$ cat src/sv/ut2c_pkg.sv
package ut2c_pkg;

	localparam int unsigned ALU_W = 16;

	typedef enum logic {
		ALU_ADD = 1'b0,
		ALU_SUB = 1'b1
	} alu_op_t;

	typedef enum logic [8:0] {
		ST_IDLE = 9'b0_0000_0001,
		ST_MUL  = 9'b0_0000_0010,
		ST_REM  = 9'b0_0000_0100,
		ST_WADD = 9'b0_0000_1000,
		ST_RADD = 9'b0_0001_0000,
		ST_YEAR = 9'b0_0010_0000,
		ST_MON  = 9'b0_0100_0000,
		ST_MSUB = 9'b0_1000_0000,
		ST_FIN  = 9'b1_0000_0000
	} state_t;

	localparam logic [1:0] DIV_SEC  = 2'd0;
	localparam logic [1:0] DIV_MIN  = 2'd1;
	localparam logic [1:0] DIV_HOUR = 2'd2;
	localparam logic [1:0] DIV_WDAY = 2'd3;

	// Day offset from the March-based year 1969 to the epoch day.
	localparam logic [ALU_W-1:0] EPOCH_DAY_OFFSET = 16'd337;
	localparam logic [ALU_W-1:0] WEEKDAY_OFFSET   = 16'd4;
	localparam logic [11:0]      FIRST_YEAR       = 12'd1969;
	localparam logic [11:0]      YEAR_LIMIT       = 12'd4095;

	function automatic logic [6:0] div_divisor(input logic [1:0] idx);
		logic [6:0] d;
		case (idx)
			DIV_SEC:  d = 7'd60;
			DIV_MIN:  d = 7'd60;
			DIV_HOUR: d = 7'd24;
			default:  d = 7'd7;
		endcase
		return d;
	endfunction

	// Reciprocal of each divisor scaled by two to the power of div_shift,
	// rounded up, so that the shifted product is the exact quotient.
	function automatic logic [31:0] div_recip(input logic [1:0] idx);
		logic [31:0] m;
		case (idx)
			DIV_SEC:  m = 32'h8888_8889;
			DIV_MIN:  m = 32'h8888_8889;
			DIV_HOUR: m = 32'hAAAA_AAAB;
			default:  m = 32'h9249_2493;
		endcase
		return m;
	endfunction

	function automatic logic [5:0] div_shift(input logic [1:0] idx);
		logic [5:0] s;
		case (idx)
			DIV_SEC:  s = 6'd37;
			DIV_MIN:  s = 6'd37;
			DIV_HOUR: s = 6'd36;
			default:  s = 6'd34;
		endcase
		return s;
	endfunction

	// Start of month m of a March-based year, 367*m/12.
	function automatic logic [8:0] month_start(input logic [3:0] m);
		logic [8:0] s;
		case (m)
			4'd1:    s = 9'd30;
			4'd2:    s = 9'd61;
			4'd3:    s = 9'd91;
			4'd4:    s = 9'd122;
			4'd5:    s = 9'd152;
			4'd6:    s = 9'd183;
			4'd7:    s = 9'd214;
			4'd8:    s = 9'd244;
			4'd9:    s = 9'd275;
			4'd10:   s = 9'd305;
			4'd11:   s = 9'd336;
			4'd12:   s = 9'd367;
			default: s = 9'd0;
		endcase
		return s;
	endfunction

endpackage

$ cat src/sv/ut2c_alu.sv
module ut2c_alu (
	input  ut2c_pkg::alu_op_t            op,
	input  logic [ut2c_pkg::ALU_W-1:0]   a,
	input  logic [ut2c_pkg::ALU_W-1:0]   b,
	output logic [ut2c_pkg::ALU_W-1:0]   res,
	output logic                         carry
);
	import ut2c_pkg::*;

	logic [ALU_W:0]   sum;
	logic [ALU_W-1:0] b_in;

	// On subtract the carry out is set when a >= b.
	assign b_in  = (op == ALU_SUB) ? ~b : b;
	assign sum   = {1'b0, a} + {1'b0, b_in} + {{ALU_W{1'b0}}, (op == ALU_SUB)};
	assign res   = sum[ALU_W-1:0];
	assign carry = sum[ALU_W];

endmodule

$ cat src/sv/unix_time_to_calendar.sv
// Converts epoch seconds to a UTC calendar date and time, one word at a time.
// The year search on the shared adder steps over Y years (0..136), and the month
// search then steps over M months (0..11).
// A new word is taken the cycle after the result is loaded.
// Reset (arst_n low) clears the sequencer and the output valid at once.
module unix_time_to_calendar (
	input  logic        clk,
	input  logic        arst_n,
	input  logic        in_valid,
	output logic        in_stall,
	input  logic [31:0] epoch_seconds,
	output logic        out_valid,
	input  logic        out_stall,
	output logic [5:0]  second,
	output logic [5:0]  minute,
	output logic [4:0]  hour,
	output logic [2:0]  weekday,
	output logic [11:0] year,
	output logic [3:0]  month,
	output logic [4:0]  day_of_month
);
	import ut2c_pkg::*;

	state_t            state_q;
	logic [31:0]       q_q;
	logic [63:0]       prod_q;
	logic [1:0]        idx_q;
	logic [15:0]       days_q;
	logic [15:0]       r_q;
	logic [11:0]       yr_q;
	logic [1:0]        c4_q;
	logic [6:0]        c100_q;
	logic [8:0]        c400_q;
	logic [3:0]        mon_q;
	logic [5:0]        sec_q;
	logic [5:0]        min_q;
	logic [4:0]        hr_q;
	logic [2:0]        wday_q;

	logic              out_valid_q;
	logic [5:0]        second_q;
	logic [5:0]        minute_q;
	logic [4:0]        hour_q;
	logic [2:0]        weekday_q;
	logic [11:0]       year_q;
	logic [3:0]        month_q;
	logic [4:0]        mday_q;

	alu_op_t           alu_op;
	logic [ALU_W-1:0]  alu_a;
	logic [ALU_W-1:0]  alu_b;
	logic [ALU_W-1:0]  alu_res;
	logic              alu_carry;

	logic [63:0]       mul_prod;
	logic [63:0]       quot_wide;
	logic [12:0]       qd_low;
	logic [5:0]        nrem;
	logic [31:0]       quot;
	logic              leap;
	logic              year_step;
	logic              mon_step;
	logic              out_load;
	logic [3:0]        mon_next;
	logic              in_acc;

	ut2c_alu u_alu (
		.op    (alu_op),
		.a     (alu_a),
		.b     (alu_b),
		.res   (alu_res),
		.carry (alu_carry)
	);

	assign in_stall = (state_q != ST_IDLE);
	assign in_acc   = in_valid && !in_stall;

	// Year n = yr + 1 is a leap year when its residues say so.
	assign leap = ((c4_q == 2'd0) && (c100_q != 7'd0)) || (c400_q == 9'd0);

	always_comb begin
		alu_op = ALU_SUB;
		alu_a  = '0;
		alu_b  = '0;
		case (state_q)
			ST_WADD: begin
				alu_op = ALU_ADD;
				alu_a  = days_q;
				alu_b  = WEEKDAY_OFFSET;
			end
			ST_RADD: begin
				alu_op = ALU_ADD;
				alu_a  = days_q;
				alu_b  = EPOCH_DAY_OFFSET;
			end
			ST_YEAR: begin
				alu_a = r_q;
				alu_b = 16'd365 + {15'b0, leap};
			end
			ST_MON: begin
				alu_a = r_q;
				alu_b = {7'b0, month_start(mon_q + 4'd1)};
			end
			ST_MSUB: begin
				alu_a = r_q;
				alu_b = {7'b0, month_start(mon_q)};
			end
			default: begin
				alu_op = ALU_SUB;
			end
		endcase
	end

	// Division by a constant: the product with the reciprocal is registered,
	// then the quotient is taken from its top bits on the next cycle. The
	// remainder is below 64, so only the low six bits of q * d are needed.
	assign mul_prod  = {32'b0, q_q} * {32'b0, div_recip(idx_q)};
	assign quot_wide = prod_q >> div_shift(idx_q);
	assign quot      = quot_wide[31:0];
	assign qd_low    = {7'b0, quot[5:0]} * {6'b0, div_divisor(idx_q)};
	assign nrem      = q_q[5:0] - qd_low[5:0];

	// Step on while the remaining days exceed this year's length plus 30 and yr is below YEAR_LIMIT.
	assign year_step = alu_carry && (alu_res > 16'd30) && (yr_q != YEAR_LIMIT);
	assign mon_step  = (mon_q < 4'd12) && alu_carry && (alu_res != 16'd0);

	assign out_load = (state_q == ST_FIN) && (!out_valid_q || !out_stall);
	assign mon_next = mon_q + 4'd1;

	always_ff @(posedge clk or negedge arst_n) begin
		if (!arst_n) begin
			state_q <= ST_IDLE;
		end else begin
			case (state_q)
				ST_IDLE: if (in_acc) state_q <= ST_MUL;
				ST_MUL:  state_q <= ST_REM;
				ST_REM: begin
					if (idx_q == DIV_HOUR) state_q <= ST_WADD;
					else if (idx_q == DIV_WDAY) state_q <= ST_RADD;
					else state_q <= ST_MUL;
				end
				ST_WADD: state_q <= ST_MUL;
				ST_RADD: state_q <= ST_YEAR;
				ST_YEAR: if (!year_step) state_q <= ST_MON;
				ST_MON:  if (!mon_step) state_q <= ST_MSUB;
				ST_MSUB: state_q <= ST_FIN;
				ST_FIN:  if (out_load) state_q <= ST_IDLE;
				default: state_q <= ST_IDLE;
			endcase
		end
	end

	always_ff @(posedge clk) begin
		case (state_q)
			ST_IDLE: begin
				q_q   <= epoch_seconds;
				idx_q <= DIV_SEC;
			end
			ST_MUL: prod_q <= mul_prod;
			ST_REM: begin
				q_q   <= quot;
				idx_q <= idx_q + 2'd1;
				case (idx_q)
					DIV_SEC:  sec_q <= nrem;
					DIV_MIN:  min_q <= nrem;
					DIV_HOUR: begin
						hr_q   <= nrem[4:0];
						days_q <= quot[15:0];
					end
					default: begin
						wday_q <= nrem[2:0];
					end
				endcase
			end
			ST_WADD: q_q <= {16'b0, alu_res};
			ST_RADD: begin
				r_q    <= alu_res;
				yr_q   <= FIRST_YEAR;
				c4_q   <= 2'd2;
				c100_q <= 7'd70;
				c400_q <= 9'd370;
			end
			ST_YEAR: begin
				if (year_step) begin
					r_q    <= alu_res;
					yr_q   <= yr_q + 12'd1;
					c4_q   <= c4_q + 2'd1;
					c100_q <= (c100_q == 7'd99) ? 7'd0 : c100_q + 7'd1;
					c400_q <= (c400_q == 9'd399) ? 9'd0 : c400_q + 9'd1;
				end else begin
					mon_q <= 4'd1;
				end
			end
			ST_MON: if (mon_step) mon_q <= mon_next;
			ST_MSUB: r_q <= alu_res;
			default: begin
				r_q <= r_q;
			end
		endcase
	end

	always_ff @(posedge clk or negedge arst_n) begin
		if (!arst_n) begin
			out_valid_q <= 1'b0;
		end else if (out_load) begin
			out_valid_q <= 1'b1;
		end else if (!out_stall) begin
			out_valid_q <= 1'b0;
		end
	end

	// March-based months 11 and 12 are January and February of the next year.
	always_ff @(posedge clk) begin
		if (out_load) begin
			second_q  <= sec_q;
			minute_q  <= min_q;
			hour_q    <= hr_q;
			weekday_q <= wday_q;
			mday_q    <= r_q[4:0];
			if (mon_next > 4'd11) begin
				month_q <= mon_next - 4'd12;
				year_q  <= yr_q + 12'd1;
			end else begin
				month_q <= mon_next;
				year_q  <= yr_q;
			end
		end
	end

	assign out_valid    = out_valid_q;
	assign second       = second_q;
	assign minute       = minute_q;
	assign hour         = hour_q;
	assign weekday      = weekday_q;
	assign year         = year_q;
	assign month        = month_q;
	assign day_of_month = mday_q;

	a_start_div: assert property (@(posedge clk) disable iff (!arst_n)
		in_acc |=> (state_q == ST_MUL))
		else $error("accepted word did not start the divider");

	a_rem_range: assert property (@(posedge clk) disable iff (!arst_n)
		(state_q == ST_REM) |-> ({1'b0, nrem} < div_divisor(idx_q)))
		else $error("divider remainder out of range");

	a_year_range: assert property (@(posedge clk) disable iff (!arst_n)
		(state_q == ST_YEAR) |-> (yr_q <= 12'd2106))
		else $error("year search ran past the input range");

	a_mon_range: assert property (@(posedge clk) disable iff (!arst_n)
		(state_q == ST_MSUB) |-> ((mon_q >= 4'd1) && (mon_q <= 4'd12)))
		else $error("month search left its range");

	a_busy_no_out: assert property (@(posedge clk) disable iff (!arst_n)
		out_load |=> out_valid_q && !in_stall)
		else $error("result load did not free the input");

endmodule

$ cat config.mk
export PLATFORM = sky130hd
export DESIGN_NAME = unix_time_to_calendar
export DESIGN_NICKNAME = d
export VERILOG_FILES = /design/src/sv/ut2c_pkg.sv /design/src/sv/ut2c_alu.sv /design/src/sv/unix_time_to_calendar.sv
export SDC_FILE = /design/constraint.sdc
export NUM_CORES = 2
export LEC_CHECK = 0
export BUFFER_PORTS_ARGS = -buffer_cell sky130_fd_sc_hd__buf_2
export CORE_ASPECT_RATIO = 0.5
export CORE_UTILIZATION = 40
export CTS_CLUSTER_DIAMETER = 200
export DETAILED_ROUTE_END_ITERATION = 10
export GPL_TIMING_DRIVEN = 0
export PLACE_DENSITY = 0.61
export SLEW_MARGIN = 0
export SYNTH_ARGS = -nofsm -noshare
export SYNTH_HDL_FRONTEND = slang
export SYNTH_SLANG_ARGS = --single-unit
$ cat constraint.sdc
create_clock -name clk -period 11.81 [get_ports clk]
set_input_delay 0.5905 -clock clk [delete_from_list [all_inputs] [get_ports clk]]
set_output_delay 0.5905 -clock clk [all_outputs]
set_load 0.03 [all_outputs]
* Word-level counts from Yosys, hierarchy flattened
Memory sizes are Yosys's and may differ from the RTL's. A register that Yosys moved wholly into a read port is not among the register bits.
Index checks and enable logic that the tools add are counted.
** Storage, ports and cells
- Memory bits (writable) :: 0
- Register bits after elaboration :: 235
- Bits in latches :: 0
- Input port bits :: 36
- Output and inout bits :: 43
- Memories kept :: 2
- ROM bits :: 288
- Word-level logic and storage cells :: 138
** Cells by class
- Eq/ne operators :: 23
- Divide/modulo/power cells :: 0
- Shifts and indexed selects :: 1
- Multiply operators :: 2
- Multiplexer cells :: 36
- Magnitude comparators :: 3
- Reductions and logical operators :: 35
- Bitwise logic cells :: 2
- Add/sub/neg operators :: 11
** Memory list
- (name not given) :: depth 16, width 9, read ports 1, clocked after memory_dff 0, write ports 0, line ut2c_pkg.sv:71 : case (m)
- (name not given) :: depth 16, width 9, read ports 1, clocked after memory_dff 1, write ports 0, line ut2c_pkg.sv:71
** Operator list (count)
- case mux 32 bit (3 select lines) :: 1
- case mux 9 bit (9 select lines) :: 1
- multiplier 32 x 32 -> 64 bit :: 1
- case mux 16 bit (2 select lines) :: 2
- right shift 64 x 6 -> 32 bit :: 1
- case mux 30 bit (2 select lines) :: 1
- 2-to-1 mux 9 bit :: 6
- case mux 10 bit (5 select lines) :: 1
- 2-to-1 mux 16 bit :: 2
- 2-to-1 mux 12 bit :: 2
- case mux 12 bit (2 select lines) :: 1
- == test 9 bit, second input constant :: 2
- case mux 9 bit (2 select lines) :: 1
- adder 16 x 16 -> 17 bit :: 1
- adder 17 x 1 -> 17 bit :: 1
- greater-than comparator 16 x 5 -> 1 bit, second input constant :: 1
- 2-to-1 mux 4 bit :: 4
- NOT 10 -> 16 bit :: 1
- nonzero test 16 bit :: 1
- 2-to-1 mux 7 bit :: 2
- case mux 7 bit (2 select lines) :: 1
- adder 12 x 1 -> 12 bit, second input constant :: 1
- inequality test 12 bit, second input constant :: 1
- inequality test 2 bit, second input constant :: 6
- other kinds (44) :: 71

* Longest topological paths before layout
- Depth in word-level cells :: 15
- Depth in mapped cells :: 37
- Gate-level depth less buffers :: 35

* Hierarchy
Synthesis repeated with hierarchy kept, for this count alone.
** Unflattened totals
- Cell total of the unflattened synthesis :: 3275
- Area, all modules :: 33104.2 µm²
** Modules (own cells, without submodules)
- unix_time_to_calendar :: area each 32198.4 µm², instances 1, cells an instance 3161, seq. area each 6167.2 µm²
- ut2c_alu :: area each 905.9 µm², instances 1, cells an instance 114, seq. area each 0.0 µm²

* Worst setup path after synthesis
Ideal clock, no wire load.
- Path kind :: register -> register
- From :: reg idx_q[0]
- To :: reg prod_q[52], data pin
- Arrival time :: 8.584 ns
- Path buffers :: 2
- Period minus slack after synthesis :: 8.842 ns
- Data required time :: 11.552 ns
- Stages on the path, launching flop included :: 34
- Setup slack :: 2.968 ns
- Setup time :: 0.258 ns
- Cell sequence :: edfxtp_1 -> ha_1 -> clkbuf_1 -> clkinv_1 -> clkbuf_1 -> nor2_1 -> or2_2 -> ha_1 -> inv_1 -> fa_1 -> fa_1 -> fa_1 -> inv_1 -> fa_1 -> fa_1 -> fa_1 -> inv_1 -> fa_1 -> inv_1 -> ha_1 -> nand4_1 -> nor2_1 -> o21ai_0 -> or4_1 -> o211ai_1 -> a31oi_1 -> o21ai_0 -> a21oi_1 -> o21ai_0 -> a21o_1 -> a21oi_1 -> o21ai_0 -> a21oi_1 -> xnor2_1
** On the way
- Word-level cells in the longest chain between the ends :: 4
- Elaborated cells between the ends (all ways) :: 6
- Those cells by class :: mul: 1; eq/ne: 2; mux: 1; reduce/logical: 2
** RTL lines
- start: declaration :: line unix_time_to_calendar.sv:27 : logic [1:0] idx_q;
- start signal: assignment :: line unix_time_to_calendar.sv:162 : idx_q <= idx_q + 2'd1;
- == test 2 x 1 -> 1 bit or logical NOT 2 bit (tied branches) :: line ut2c_pkg.sv:48 : case (idx)
- OR reduction 2 bit (no line)
- case mux 30 bit (2 select lines) (*) :: line ut2c_pkg.sv:48
- multiplier 32 x 32 -> 64 bit (*) :: line unix_time_to_calendar.sv:117 : assign mul_prod = {32'b0, q_q} * {32'b0, div_recip(idx_q)};
- named net mul_prod[52] :: line unix_time_to_calendar.sv:55 : logic [63:0] mul_prod;
- end signal: assignment :: line unix_time_to_calendar.sv:159 : ST_MUL: prod_q <= mul_prod;
- end: declaration :: line unix_time_to_calendar.sv:26 : logic [63:0] prod_q;
The timed path passes the listed nets; every way through them passes the cells marked *.
A chain may end at the register's enable or synchronous reset.

* Final worst setup path
Same ends and word-level chain as after synthesis.

==> results.yml <==
outcome:
  status: "finished clean"
timing:
  setup_viol: 0
  fin_crit_sh_pct: 95.2
  worst_pin_slew_ps: 1350
  setup_tns_ps: 0
  slew_violations: 0
  fin_crit_ps: 11240
  maxSlewHeadroom_pct: 10.1
  finClkSkew_ps: 19.8
  max_freq_mhz: 89.0
  hold_slack_ps: 261
  hold_violations: 0
  rsz0062_at_grt: "false"
setup_path:
  path_buf_inv: 8
  rr_worst_depth: 35
  required_ps: 12070
  critical-path-max-stage-delay_ps: 590
  start_kind: "register"
  critPathKind: "reg -> reg"
  r2r-end: "prod_q[52]"
  ff2ff_setup_slack_ps: 570
  rr_startpoint: "idx_q[0]"
  cp-end-kind: "register"
  cp_slowest_cell: "clkbuf_1"
  path_common_cell: "fa_1"
  cp_max_fo: 10
  crit_arrival_ps: 11500
  critPathTopFamily: "adder cells"
synthesis:
  synth_commonest_cells: "830 x inv_1, 557 x fa_1, 399 x ha_1, 199 x nand2_1, 191 x edfxtp_1"
  syn_nets: 4114
  post_synth_num_cell_types: 80
  yosysWarnings: 0
  ys_seq_area_share_pct: 19.1
  ys.flop_type: "edfxtp_1"
  yosysMostFrequentCell: "inv_1"
  async_flop_share_pct: 4.76
  synthCells: 3122
  syn_area_um2: 32300
  ys_top_cells_by_area: "fa_1 35%, edfxtp_1 18%, ha_1 15%"
  synth_seq_cells: 210
  synth_edf_count: 191
  synth_top_area_share_pct: 34.5
  synth.avg_cell_area_um2: 10.3
  synth_top_area_cell: "fa_1"
finish:
  diodes: 0
  nFillCells: 7776
  area_growth_pct: 7.57
  design_area_um2: 34700
  drive_above_1_share_pct: 5.28
  fin_nets: 4219
detailed_routing:
  ant_nets: 0
  wire_per_inst_um: 21.3
  routed_via_density: 5.12
  drt_wl_total_mm: 92.2
  drt_first_pass_iters: 5
  drc: 0
  vias: 22200
  drt-initial-drc-count: 1929
flow_run:
  drv_cap: 0
grt:
  grtUsageTotal_pct: 23.0
  grt_max_degree: 32
  grt_pass1_vias: 23100
  gr-total-overflow: 0
  grt_pass1_wl_mm: 141
  antenna_found_initial: 0
floorplanning:
  pin_count: 79
  rows: 73
  die_y_um: 203
  core_um2: 79600
  start_util_pct: 40.5
  die_x_um: 404
  die-area_um2: 81900
cts:
  worstSkewPairLatency_ps: 520
  root_buffer: "clkbuf_16"
  cts_htree_levels: 1
  cts.sink_count: 210
  numCtsBuffers: 19
  clkTransAtPathRegs_ps: 70
  clockBufferDepth: 3
  cts_tree: "yes"
min_path:
  holdPathStages: 2
  min_from: "in_valid"
  min_to: "state_q[0]"
  hp-class: "in -> reg"
placed_design:
  gp_congestion: 0.978
  placed_cell_area_um2: 34100
  dp.final_hpwl_mm: 82.0
  port_buffers: 78
final cells by class:
class / count / area [um^2] / area share (%)
clock inverter: 8 / 73.8 / 0.213
inverter: 831 / 3120 / 8.98
clock buffer: 24 / 494 / 1.42
buffer: 57 / 249 / 0.717
multi-input combinational: 2023 / 22800 / 65.6
timing repair buffer: 85 / 485 / 1.40
sequential: 210 / 6170 / 17.8
tap: 1087 / 1360 / 3.92
how the worst max path moves through the flow:
stage                  start    endpoint  cells past startpoint
floorplan           idx_q[0]  prod_q[52]                     33
global placement    idx_q[0]  prod_q[52]                     32
detailed placement  idx_q[0]  prod_q[52]                     32
CTS                 idx_q[0]  prod_q[52]                     35
global route        idx_q[0]  prod_q[52]                     32
finish              idx_q[0]  prod_q[52]                     35
worst register-to-register path: cells and delay by family, from the launching register on:
family,cells,cell delay (ps)
XOR/XNOR,2,290
AND/OR/NAND/NOR,4,950
adder cells (fa/ha/maj),10,4060
flip-flops,1,450
AO/OA/AOI/OAI,11,3070
buffers and inverters,8,2140
metrics by stage:
step / instances / setup slack (ps) / util (%)
after floorplan: 3122 / 2970 / -
after global routing: 4325 / 44.4 / 43.6
after global placement: 4287 / -379 / 42.7
final: 4325 / 570 / 43.6
after CTS: 4326 / 365 / 43.6
after detailed placement: 4291 / -429 / 42.8
layer usage:
metal	wire [um]	vias up	part of all wire, %	GRT usage, %
met1	42300	11200	46	33.8
met5	0	-	0	0
met4	2120	0	2.3	4.29
met3	6790	117	7.4	2.97
li1	-	9984	-	-
met2	41100	838	45	36.5
cell usage in the layout (no fill, tap or decap), types with 4 or more instances in the layout:
cell       Yosys  layout
nand2_1      199     199
xor2_1        59      59
nand3_1       34      34
clkbuf_2       0       7
or4_1          4       4
dfxtp_1        9       9
xnor2_1       75      75
a211oi_1      13      13
clkinv_1       1       4
clkbuf_1      51      49
fa_1         557     557
a21o_1        68      68
dfrtp_1        9       9
inv_1        830     830
and3_1        19      19
mux2_2        11      11
o21a_1         5       5
o21bai_1       6       6
o21ai_1        6       6
a211o_1        5       5
clkbuf_16      0      19
or2_2         21      21
a21oi_1       75      74
nand4_1       10      10
edfxtp_1     191     191
a221o_1        7       7
a22o_1        19      19
mux2i_1       47      47
buf_6          2       4
and2_1        44      44
nor2b_1       27      27
a31oi_1        5       5
nand2b_1      21      20
nor2_1       139     139
ha_1         399     399
o21ai_0       66      66
nor3_1        12      12
o22ai_1        6       6
buf_2          1      79
logic make-up after synthesis:
kind of cell	count (synthesis)	synth area share, %
xor gates and xnor gates	135	3.69
adders and majority gates	956	50.0
AOI/OAI and AO/OA	322	6.75
and+or+nand+nor	549	8.04
buffers and inverters	889	10.4
muxes	61	2.00
DFF	210	19.1
registers in the layout, indices dropped and copies added, names as in the netlist, 2 cells and up, named ones only:
name / cells
q_q: 32
prod_q: 30
days_q: 16
r_q: 16
year: 12
yr_q: 12
c400_q: 9
state_q: 9
c100_q: 7
min_q: 6
minute: 6
sec_q: 6
second: 6
day_of_month: 5
hour: 5
hr_q: 5
mon_q: 4
month: 4
wday_q: 3
weekday: 3
c4_q: 2
idx_q: 2
what timing repair did:
action	CTS	global route
endpoints found under the hold margin	9	0
resized for setup	3	12
buffers inserted	2	0
endpoints found under the setup margin	13	4
hold buffers	1	0
pin swaps	1	0
Power is left out: the tool's default activity adds up to more than one toggle a clock period on the data nets, which glitch-free logic cannot reach.
